File: src/rtl/core/cwr_pkg.sv
// Package for the text console cell writer: field widths, codes, character
// constants, configuration layout and the colour remap table.
// No dependencies.
`default_nettype none

package cwr_pkg;

	localparam int COLUMNS_DEF = 80;
	localparam int ROWS_DEF    = 25;

	localparam int CHAR_W     = 8;
	localparam int ADDR_W     = 11;
	localparam int VALUE_W    = 16;
	localparam int STATUS_W   = 2;
	localparam int COLOR_W    = 3;
	localparam int ATTR_W     = 8;
	localparam int S_TDATA_W  = 16;
	localparam int M_TDATA_W  = 32;
	localparam int M_TUSER_W  = 3;
	localparam int CFG_IDX_W  = 3;
	localparam int CFG_DATA_W = 3;

	// configuration register indexes
	localparam logic [CFG_IDX_W-1:0] REG_FORE_COLOR = 3'd0;
	localparam logic [CFG_IDX_W-1:0] REG_BACK_COLOR = 3'd1;
	localparam logic [CFG_IDX_W-1:0] REG_BOLD_ON    = 3'd2;
	localparam logic [CFG_IDX_W-1:0] REG_INVERSE_ON = 3'd3;
	localparam logic [CFG_IDX_W-1:0] REG_CONCEAL_ON = 3'd4;

	localparam logic [COLOR_W-1:0] FORE_RESET = 3'd7;
	localparam logic [COLOR_W-1:0] BACK_RESET = 3'd0;

	// result status codes
	localparam logic [STATUS_W-1:0] ST_OK     = 2'd0;
	localparam logic [STATUS_W-1:0] ST_FULL   = 2'd1;
	localparam logic [STATUS_W-1:0] ST_END    = 2'd2;
	localparam logic [STATUS_W-1:0] ST_ESCAPE = 2'd3;

	// interpreted characters
	localparam logic [CHAR_W-1:0] CH_NUL   = 8'h00;
	localparam logic [CHAR_W-1:0] CH_TAB   = 8'h09;
	localparam logic [CHAR_W-1:0] CH_LF    = 8'h0A;
	localparam logic [CHAR_W-1:0] CH_FF    = 8'h0C;
	localparam logic [CHAR_W-1:0] CH_ESC   = 8'h1B;
	localparam logic [CHAR_W-1:0] CH_GT    = 8'h3E;
	localparam logic [CHAR_W-1:0] CH_SPACE = 8'h20;

	// continuation marker progress: which marker cell comes next
	typedef enum logic [1:0] {
		PH_NONE,
		PH_CONT1,
		PH_CONT2,
		PH_CONT3
	} phase_t;

	typedef struct packed {
		logic [COLOR_W-1:0] fore_color;
		logic [COLOR_W-1:0] back_color;
		logic               bold_on;
		logic               inverse_on;
		logic               conceal_on;
	} cfg_t;

	typedef struct packed {
		logic                write_valid;
		logic [ADDR_W-1:0]   cell_addr;
		logic [VALUE_W-1:0]  cell_value;
		logic [STATUS_W-1:0] status;
		logic                last;
	} res_t;

	// ANSI colour number to display order
	function automatic logic [COLOR_W-1:0] color_map(input logic [COLOR_W-1:0] c);
		logic [COLOR_W-1:0] m;
		unique case (c)
			3'd0: m = 3'd0;
			3'd1: m = 3'd4;
			3'd2: m = 3'd2;
			3'd3: m = 3'd6;
			3'd4: m = 3'd1;
			3'd5: m = 3'd5;
			3'd6: m = 3'd3;
			default: m = 3'd7;
		endcase
		return m;
	endfunction

endpackage

`default_nettype wire

File: src/rtl/core/cwr_attr.sv
// Attribute byte builder: colour remap, bold, inverse and conceal.
// Depends on cwr_pkg.
`default_nettype none

module cwr_attr (
	input  var cwr_pkg::cfg_t              cfg,
	output logic [cwr_pkg::ATTR_W-1:0]     attr
);

	logic [3:0] fore_base;
	logic [3:0] back_base;
	logic [3:0] fore_inv;
	logic [3:0] back_inv;
	logic [3:0] fore_fin;

	assign fore_base = {cfg.bold_on, cwr_pkg::color_map(cfg.fore_color)};
	assign back_base = {1'b0, cwr_pkg::color_map(cfg.back_color)};

	assign fore_inv = cfg.inverse_on ? back_base : fore_base;
	assign back_inv = cfg.inverse_on ? fore_base : back_base;
	assign fore_fin = cfg.conceal_on ? back_inv : fore_inv;

	assign attr = {back_inv, fore_fin};

endmodule

`default_nettype wire

File: src/rtl/core/cwr_step.sv
// Per-result step logic: decodes one character against the cursor and
// gives one result plus the next cursor and marker progress.
// Depends on cwr_pkg.
`default_nettype none

module cwr_step #(
	parameter  int COLUMNS = cwr_pkg::COLUMNS_DEF,
	parameter  int ROWS    = cwr_pkg::ROWS_DEF,
	localparam int COL_W   = $clog2(COLUMNS + 1),
	localparam int ROW_W   = $clog2(ROWS + 2)
) (
	input  logic                          raw,
	input  logic [cwr_pkg::CHAR_W-1:0]    ch,
	input  logic                          more,
	input  cwr_pkg::phase_t               phase,
	input  logic [COL_W-1:0]              col,
	input  logic [ROW_W-1:0]              row,
	input  logic [cwr_pkg::ATTR_W-1:0]    attr,
	output cwr_pkg::res_t                 res,
	output logic [COL_W-1:0]              col_n,
	output logic [ROW_W-1:0]              row_n,
	output cwr_pkg::phase_t               phase_n
);

	localparam int PW = ROW_W + COL_W;
	localparam int SW = (PW > cwr_pkg::ADDR_W) ? PW : cwr_pkg::ADDR_W;
	localparam logic [COL_W:0]   COLS_V = (COL_W + 1)'(COLUMNS);
	localparam logic [ROW_W-1:0] ROWS_V = ROW_W'(ROWS);
	localparam logic [COL_W-1:0] COL_ONE = COL_W'(1);

	logic                         full;
	logic [ROW_W-1:0]             adv_row;
	logic                         cur_wrap;
	logic [COL_W:0]               tab_col;

	// cell emission
	logic                         emit;
	logic [ROW_W-1:0]             erow;
	logic [COL_W-1:0]             ecol;
	logic [cwr_pkg::CHAR_W-1:0]   echar;
	logic [COL_W:0]               einc;
	logic                         ewrap;
	logic [ROW_W-1:0]             erow_adv;
	logic [SW-1:0]                prod;
	logic [SW-1:0]                addr_full;

	// non-emitting outcome
	logic [COL_W-1:0]             col_x;
	logic [ROW_W-1:0]             row_x;
	logic [cwr_pkg::STATUS_W-1:0] status;
	logic                         last;

	assign full     = row > ROWS_V;
	assign adv_row  = (row <= ROWS_V) ? row + 1'b1 : row;
	assign cur_wrap = ({1'b0, col} + 1'b1) > COLS_V;
	// next tab stop of the zero-based column, back to one-based
	assign tab_col  = {1'b0, (col - 1'b1) & ~COL_W'(3)} + (COL_W + 1)'(5);

	always_comb begin
		emit    = 1'b0;
		erow    = row;
		ecol    = col;
		echar   = ch;
		col_x   = col;
		row_x   = row;
		status  = cwr_pkg::ST_OK;
		last    = 1'b1;
		phase_n = cwr_pkg::PH_NONE;
		unique case (phase)
			cwr_pkg::PH_CONT1: begin
				emit    = 1'b1;
				echar   = cwr_pkg::CH_GT;
				last    = 1'b0;
				phase_n = cwr_pkg::PH_CONT2;
			end
			cwr_pkg::PH_CONT2: begin
				emit    = 1'b1;
				echar   = cwr_pkg::CH_GT;
				last    = 1'b0;
				phase_n = cwr_pkg::PH_CONT3;
			end
			cwr_pkg::PH_CONT3: begin
				emit  = 1'b1;
				echar = cwr_pkg::CH_SPACE;
			end
			default: begin
				if (raw) begin
					if (full)
						status = cwr_pkg::ST_FULL;
					else
						emit = 1'b1;
				end else begin
					unique case (ch)
						cwr_pkg::CH_NUL: ;
						cwr_pkg::CH_LF: begin
							if (full) begin
								status = cwr_pkg::ST_FULL;
							end else begin
								row_x  = adv_row;
								col_x  = COL_ONE;
								status = (adv_row > ROWS_V) ? cwr_pkg::ST_END : cwr_pkg::ST_OK;
							end
						end
						cwr_pkg::CH_TAB: begin
							if (tab_col > COLS_V) begin
								row_x = adv_row;
								col_x = COL_ONE;
								if (adv_row > ROWS_V) begin
									status = cwr_pkg::ST_END;
								end else if (more) begin
									// first marker cell goes out with the tab itself
									emit    = 1'b1;
									erow    = adv_row;
									ecol    = COL_ONE;
									echar   = cwr_pkg::CH_GT;
									last    = 1'b0;
									phase_n = cwr_pkg::PH_CONT2;
								end
							end else begin
								col_x = tab_col[COL_W-1:0];
							end
						end
						cwr_pkg::CH_FF:  status = cwr_pkg::ST_END;
						cwr_pkg::CH_ESC: status = cwr_pkg::ST_ESCAPE;
						default: begin
							if (full) begin
								status = cwr_pkg::ST_FULL;
							end else begin
								emit = 1'b1;
								if (cur_wrap && more && adv_row <= ROWS_V) begin
									last    = 1'b0;
									phase_n = cwr_pkg::PH_CONT1;
								end
							end
						end
					endcase
				end
			end
		endcase
	end

	assign einc     = {1'b0, ecol} + 1'b1;
	assign ewrap    = einc > COLS_V;
	assign erow_adv = (erow <= ROWS_V) ? erow + 1'b1 : erow;

	assign prod      = SW'(erow - 1'b1) * SW'(COLUMNS);
	assign addr_full = prod + SW'(ecol - 1'b1);

	assign col_n = emit ? (ewrap ? COL_ONE : einc[COL_W-1:0]) : col_x;
	assign row_n = emit ? (ewrap ? erow_adv : erow) : row_x;

	always_comb begin
		res.write_valid = emit;
		res.cell_addr   = emit ? addr_full[cwr_pkg::ADDR_W-1:0] : '0;
		res.cell_value  = emit ? {attr, echar} : '0;
		res.status      = status;
		res.last        = last;
	end

endmodule

`default_nettype wire

File: src/rtl/core/text_console_cell_writer.sv
// Text console cell writer, top level. A character accepted from the input
// stream is held in the input register, and each of its results is registered
// in the output register, which is loaded only while it is empty or being taken.
// Throughput: one character per cycle while the output is not held by
// back-pressure; a printable that wraps and adds the ">> " marker holds the input
// register for four results, a wrapping tab that adds it for three results.
// Reset: cursor to row 1 column 1, colour registers to their defaults,
// input and output registers empty. Depends on cwr_pkg, cwr_attr, cwr_step.
`default_nettype none

module text_console_cell_writer #(
	parameter int COLUMNS = cwr_pkg::COLUMNS_DEF,
	parameter int ROWS    = cwr_pkg::ROWS_DEF
) (
	input  logic                              clk,
	input  logic                              arst_n,
	// input stream
	input  logic                              s_tvalid,
	output logic                              s_tready,
	input  logic [cwr_pkg::S_TDATA_W-1:0]     s_tdata,  // [7:0] char_code, [8] more_follows
	input  logic                              s_tuser,  // [0] req_type
	// result stream
	output logic                              m_tvalid,
	input  logic                              m_tready,
	output logic [cwr_pkg::M_TDATA_W-1:0]     m_tdata,  // [10:0] cell_addr, [26:11] cell_value
	output logic [cwr_pkg::M_TUSER_W-1:0]     m_tuser,  // [0] write_valid, [2:1] status
	output logic                              m_tlast,
	// configuration
	input  logic                              cfg_we,
	input  logic [cwr_pkg::CFG_IDX_W-1:0]     cfg_index,
	input  logic [cwr_pkg::CFG_DATA_W-1:0]    cfg_data
);

	localparam int COL_W = $clog2(COLUMNS + 1);
	localparam int ROW_W = $clog2(ROWS + 2);
	localparam int PAD_W = cwr_pkg::M_TDATA_W - cwr_pkg::ADDR_W - cwr_pkg::VALUE_W;

	cwr_pkg::cfg_t                cfg_q;
	logic [cwr_pkg::ATTR_W-1:0]   attr;

	logic                         valid_s1;
	logic                         raw_s1;
	logic [cwr_pkg::CHAR_W-1:0]   ch_s1;
	logic                         more_s1;

	logic [COL_W-1:0]             col_q;
	logic [ROW_W-1:0]             row_q;
	cwr_pkg::phase_t              phase_q;

	cwr_pkg::res_t                res;
	logic [COL_W-1:0]             col_n;
	logic [ROW_W-1:0]             row_n;
	cwr_pkg::phase_t              phase_n;

	logic                         out_valid_q;
	cwr_pkg::res_t                out_res_q;

	logic                         proc;
	logic                         in_fire;

	assign proc     = valid_s1 && (!out_valid_q || m_tready);
	assign s_tready = !valid_s1 || (proc && res.last);
	assign in_fire  = s_tvalid && s_tready;

	always_ff @(posedge clk or negedge arst_n) begin
		if (!arst_n) begin
			cfg_q.fore_color <= cwr_pkg::FORE_RESET;
			cfg_q.back_color <= cwr_pkg::BACK_RESET;
			cfg_q.bold_on    <= 1'b0;
			cfg_q.inverse_on <= 1'b0;
			cfg_q.conceal_on <= 1'b0;
		end else if (cfg_we) begin
			unique case (cfg_index)
				cwr_pkg::REG_FORE_COLOR: cfg_q.fore_color <= cfg_data;
				cwr_pkg::REG_BACK_COLOR: cfg_q.back_color <= cfg_data;
				cwr_pkg::REG_BOLD_ON:    cfg_q.bold_on    <= cfg_data[0];
				cwr_pkg::REG_INVERSE_ON: cfg_q.inverse_on <= cfg_data[0];
				cwr_pkg::REG_CONCEAL_ON: cfg_q.conceal_on <= cfg_data[0];
				default: ;
			endcase
		end
	end

	cwr_attr u_attr (
		.cfg  (cfg_q),
		.attr (attr)
	);

	// input register: held until the last result of its character enters the output register
	always_ff @(posedge clk or negedge arst_n) begin
		if (!arst_n)
			valid_s1 <= 1'b0;
		else if (in_fire)
			valid_s1 <= 1'b1;
		else if (proc && res.last)
			valid_s1 <= 1'b0;
	end

	always_ff @(posedge clk) begin
		if (in_fire) begin
			raw_s1  <= s_tuser;
			ch_s1   <= s_tdata[cwr_pkg::CHAR_W-1:0];
			more_s1 <= s_tdata[cwr_pkg::CHAR_W];
		end
	end

	cwr_step #(
		.COLUMNS (COLUMNS),
		.ROWS    (ROWS)
	) u_step (
		.raw     (raw_s1),
		.ch      (ch_s1),
		.more    (more_s1),
		.phase   (phase_q),
		.col     (col_q),
		.row     (row_q),
		.attr    (attr),
		.res     (res),
		.col_n   (col_n),
		.row_n   (row_n),
		.phase_n (phase_n)
	);

	always_ff @(posedge clk or negedge arst_n) begin
		if (!arst_n) begin
			col_q   <= COL_W'(1);
			row_q   <= ROW_W'(1);
			phase_q <= cwr_pkg::PH_NONE;
		end else if (proc) begin
			col_q   <= col_n;
			row_q   <= row_n;
			phase_q <= phase_n;
		end
	end

	always_ff @(posedge clk or negedge arst_n) begin
		if (!arst_n)
			out_valid_q <= 1'b0;
		else if (proc)
			out_valid_q <= 1'b1;
		else if (m_tready)
			out_valid_q <= 1'b0;
	end

	always_ff @(posedge clk) begin
		if (proc)
			out_res_q <= res;
	end

	assign m_tvalid = out_valid_q;
	assign m_tdata  = {{PAD_W{1'b0}}, out_res_q.cell_value, out_res_q.cell_addr};
	assign m_tuser  = {out_res_q.status, out_res_q.write_valid};
	assign m_tlast  = out_res_q.last;

	a_write_status_ok: assert property (@(posedge clk) disable iff (!arst_n)
		out_valid_q && out_res_q.write_valid |-> out_res_q.status == cwr_pkg::ST_OK)
		else $error("cell write carries a non-zero status");

	a_col_range: assert property (@(posedge clk) disable iff (!arst_n)
		col_q != '0 && col_q <= COLUMNS)
		else $error("cursor column out of range");

	a_row_range: assert property (@(posedge clk) disable iff (!arst_n)
		row_q != '0 && row_q <= ROWS + 1)
		else $error("cursor row out of range");

	a_marker_holds_input: assert property (@(posedge clk) disable iff (!arst_n)
		phase_q != cwr_pkg::PH_NONE |-> valid_s1)
		else $error("continuation marker pending without a held character");

endmodule

`default_nettype wire

File: config.mk
export PLATFORM = sky130hd
export DESIGN_NAME = text_console_cell_writer
export DESIGN_NICKNAME = d
export VERILOG_FILES = /design/src/rtl/core/cwr_pkg.sv /design/src/rtl/core/cwr_attr.sv /design/src/rtl/core/cwr_step.sv /design/src/rtl/core/text_console_cell_writer.sv
export SDC_FILE = /design/constraint.sdc
export NUM_CORES = 1
export LEC_CHECK = 0
export BUFFER_PORTS_ARGS = -buffer_cell sky130_fd_sc_hd__buf_2
export CAP_MARGIN = 20
export CORE_MARGIN = 10
export CORE_UTILIZATION = 35
export CTS_CLUSTER_SIZE = 25
export DETAILED_ROUTE_END_ITERATION = 6
export GPL_ROUTABILITY_DRIVEN = 0
export PLACE_DENSITY = 0.63
export SLEW_MARGIN = 20
export SYNTH_ARGS = -nofsm -noshare
export SYNTH_HDL_FRONTEND = slang
export SYNTH_SLANG_ARGS = --single-unit
export TNS_END_PERCENT = 20
File: constraint.sdc
create_clock -name clk -period 13.8 [get_ports clk]
set_input_delay 0 -clock clk [delete_from_list [all_inputs] [get_ports clk]]
set_output_delay 0 -clock clk [all_outputs]
set_load 0.005 [all_outputs]
==> out/results.ini <==
[clock_tree]
htreeDepth = 3
clk_path_buf_depth = 2
cts_root_buf = clkbuf_16
clk_latency_ns = 0.34
clk_pin_slew_ns = 0.06
cts_tree = built
cts_resized = 0
cts_setup_buffers = 0
cts_sinks = 66
cts_buffers = 9

[power_and_ir_drop]
p_per_area_nw_per_um2 = 225.3
p_leak_nw = 2.193
ir_worst_vdd_mv = 0.1281

[critical_path]
worstPathMaxFanout = 17
critical_path_required_ns = 13.90
cp_common_cell = ha_1
path_delay_family = adder cells
crit_type = register to register
crit_slowest_cell = or4_4
reg2reg_slack_ns = 7.65
cp-start-kind = register
cp_num_buf_inv = 3
path_cells = or4_4 -> nand2_1 -> ha_1 -> o41ai_1 -> o32ai_1 -> o21ba_2 -> a21oi_2 -> a21oi_2 -> or2_1 -> inv_1 -> ha_1 -> inv_1 -> ha_1 -> ha_1 -> fa_1 -> ha_1 -> inv_1 -> a21oi_1 -> o21a_1 -> nor2_1 -> xnor2_1 -> xnor2_1 -> a211o_1 -> nand2_1
worst_path_largest_cell_delay_ns = 0.70
arrival_ns = 6.25
end_kind = register

[yosys]
synth_cell_type_count = 83
async_flop_share_pct = 37.88
postSynthAreaPerCell_sq_um = 9.838
ys_seq_area_share_pct = 39.95
ys_warn_count = 0
synthCells = 474
ys_ff_latch = 66
synth_area_sq_um = 4663
ys.flop_type = edfxtp_1
synth_edf_count = 41

[detailed_routing]
dr.first_iter.drc_count = 234
vias_per_cell = 5.352
vias = 3821
wirelength_mm = 11.18
ant_nets = 0
route.detailed.drc = 0
avgRoutedWirePerCell_um = 15.66
firstDrtPassIters = 5

[grt]
grt_pass1_wl_mm = 18.52
grt-ovfl-total = 0
antenna_found_initial = 0
grt_pass1_vias = 3759
grt_max_degree = 38
grt_usage_pct = 12.38

[cells_and_area]
fin_nets = 588
antenna_cells = 0
mostFrequentLayoutCells = buf_2 (53), edfxtp_1 (41), nand2_1 (40)
drive_gt1_share_pct = 21.75
mostFrequentLayoutCell = buf_2
syn_to_final_growth_pct = 18.33
fillers = 1277

[floorplanning]
die_y_um = 135.4
row_count = 42
boundaryPins = 66
die-area_sq_um = 18340
fp.dieW_um = 135.4
core_area_sq_um = 13140
start_util_pct = 35.50

[sta]
setup_viol = 0
skew_ns = 0.008379
worst_pin_slew_ns = 0.8727
rsz0062_at_grt = false
setup_ws_ns = 7.647
max_slew_margin_pct = 41.82
final_hold_viol_count = 0
finalCriticalPeriod_ns = 6.153
min_period_over_period_pct = 44.59
slew_viol_final = 0
setup_tns_ns = 0
max_freq_mhz = 162.5

[worst_hold_path]
hold_class = input pin to register

[placement]
dp_slack_ns = 7.747
portBuffers = 53
hpwlAfterDp_mm = 8.153

[outcome]
outcome = complete, no violations

[flow_run]
drv_cap = 0

-- flip-flops by register name (all words and copies together), names as in the netlist --
signal,cells
phase_q,2
raw_s1,1
valid_s1,1
cfg_q,9
m_tlast,1
m_tdata,27
m_tuser,3
row_q,5
col_q,7
ch_s1,8
more_s1,1
m_tvalid,1
-- worst register-to-register path, cell delays in order, from the launching register on --
cell,delay [ns]
dfrtp_1,0.57
or4_4,0.70
nand2_1,0.14
ha_1,0.31
o41ai_1,0.16
o32ai_1,0.32
o21ba_2,0.25
a21oi_2,0.30
a21oi_2,0.15
or2_1,0.31
inv_1,0.10
ha_1,0.27
inv_1,0.14
ha_1,0.25
ha_1,0.23
fa_1,0.47
ha_1,0.31
inv_1,0.09
a21oi_1,0.07
o21a_1,0.18
nor2_1,0.11
xnor2_1,0.15
xnor2_1,0.17
a211o_1,0.14
nand2_1,0.04
-- what timing repair did --
action	4_1_cts	5_1_grt
hold endpoints to repair	41	0
hold buffers	16	0
setup endpoints to repair	0	0
-- power breakdown --
| part | total (mW) | internal (mW) | leakage [nW] | switching (mW) |
|---|---|---|---|---|
| logic | 0.598 | 0.245 | 1.35 | 0.353 |
| clock network | 0.250 | 0.163 | 0.155 | 0.0864 |
| registers | 0.396 | 0.318 | 0.684 | 0.0776 |
| total | 1.24 | 0.727 | 2.19 | 0.517 |
-- layer usage --
layer	up-vias	part of all wire [%]	GRT usage, %
li1	1855	-	-
met1	1814	44	14.63
met2	125	47	20.51
met3	27	6.2	3.412
met4	0	2.3	5.562
met5	-	0	0
-- worst paths after layout --
kind | cells past startpoint | start | endpoint
setup reg to reg | 24 | col_q[2]$_DFFE_PN0P_ | m_tdata[10]$_SDFFCE_PP0P_
max in group asynchronous | 2 | arst_n | m_tvalid$_DFFE_PN0P_
hold / removal | 3 | cfg_we | cfg_q[1]$_DFFE_PN0P_
hold reg to reg | 1 | valid_s1$_DFFE_PN0P_ | m_tvalid$_DFFE_PN0P_
setup / recovery | 24 | col_q[2]$_DFFE_PN0P_ | m_tdata[10]$_SDFFCE_PP0P_
min in group asynchronous | 2 | arst_n | cfg_q[0]$_DFFE_PN0P_
-- per-stage QoR --
stage	area, sq um	utilization, %	hold WS [ns]	cells	power, mW
finish	5518	42.00	0.04814	714	1.243
global route	5518	42.00	0.06216	714	1.343
CTS	5518	42.00	0.04117	714	1.252
detailed placement	5030	38.29	0.04528	682	0.9892
global placement	5030	38.29	0.03723	682	0.9705
floorplan	4678	-	-0.2956	478	0.8265
-- cells by family after synthesis --
family                   Yosys count  share of synthesized area [%]
AND/OR/NAND/NOR                  162                          18.51
adder cells (fa/ha/maj)           27                          7.566
buffers and inverters             51                          5.151
other                              1                        0.08042
XOR/XNOR                          20                          4.159
multiplexers                      16                          3.676
flip-flops                        66                          39.95
AO/OA/AOI/OAI                    131                          20.90
-- cell type report --
type	count	area [sq um]	share of cell area [%]
multi-input combinational	361	2576	46.69
sequential	66	1863	33.76
timing repair buffer	71	440.4	7.982
clock buffer	10	239.0	4.331
tap	176	220.2	3.991
inverter	24	90.09	1.633
clock inverter	6	88.84	1.610
-- synth_stat cells (5+ instances only) --
| library cell | count | area share [%] |
|---|---|---|
| a21o_1 | 5 | 0.81 |
| a21oi_1 | 36 | 3.9 |
| a31oi_1 | 7 | 0.94 |
| and2_1 | 6 | 0.81 |
| and3_1 | 9 | 1.2 |
| buf_2 | 6 | 0.64 |
| buf_4 | 5 | 0.81 |
| clkbuf_1 | 12 | 0.97 |
| dfrtp_1 | 20 | 11 |
| dfstp_2 | 5 | 2.8 |
| edfxtp_1 | 41 | 26 |
| ha_1 | 25 | 6.7 |
| inv_1 | 23 | 1.9 |
| mux2_2 | 9 | 2.2 |
| mux2i_1 | 7 | 1.5 |
| nand2_1 | 40 | 3.2 |
| nand2b_1 | 8 | 1.1 |
| nand3_1 | 11 | 1.2 |
| nor2_1 | 37 | 3.0 |
| nor2b_1 | 9 | 1.2 |
| nor3_1 | 9 | 0.97 |
| o21ai_0 | 21 | 2.3 |
| o22ai_1 | 6 | 0.81 |
| o31ai_1 | 6 | 0.97 |
| xnor2_1 | 14 | 2.6 |
| xor2_1 | 5 | 0.94 |
Note: power is estimated with default switching activity, not from simulation.
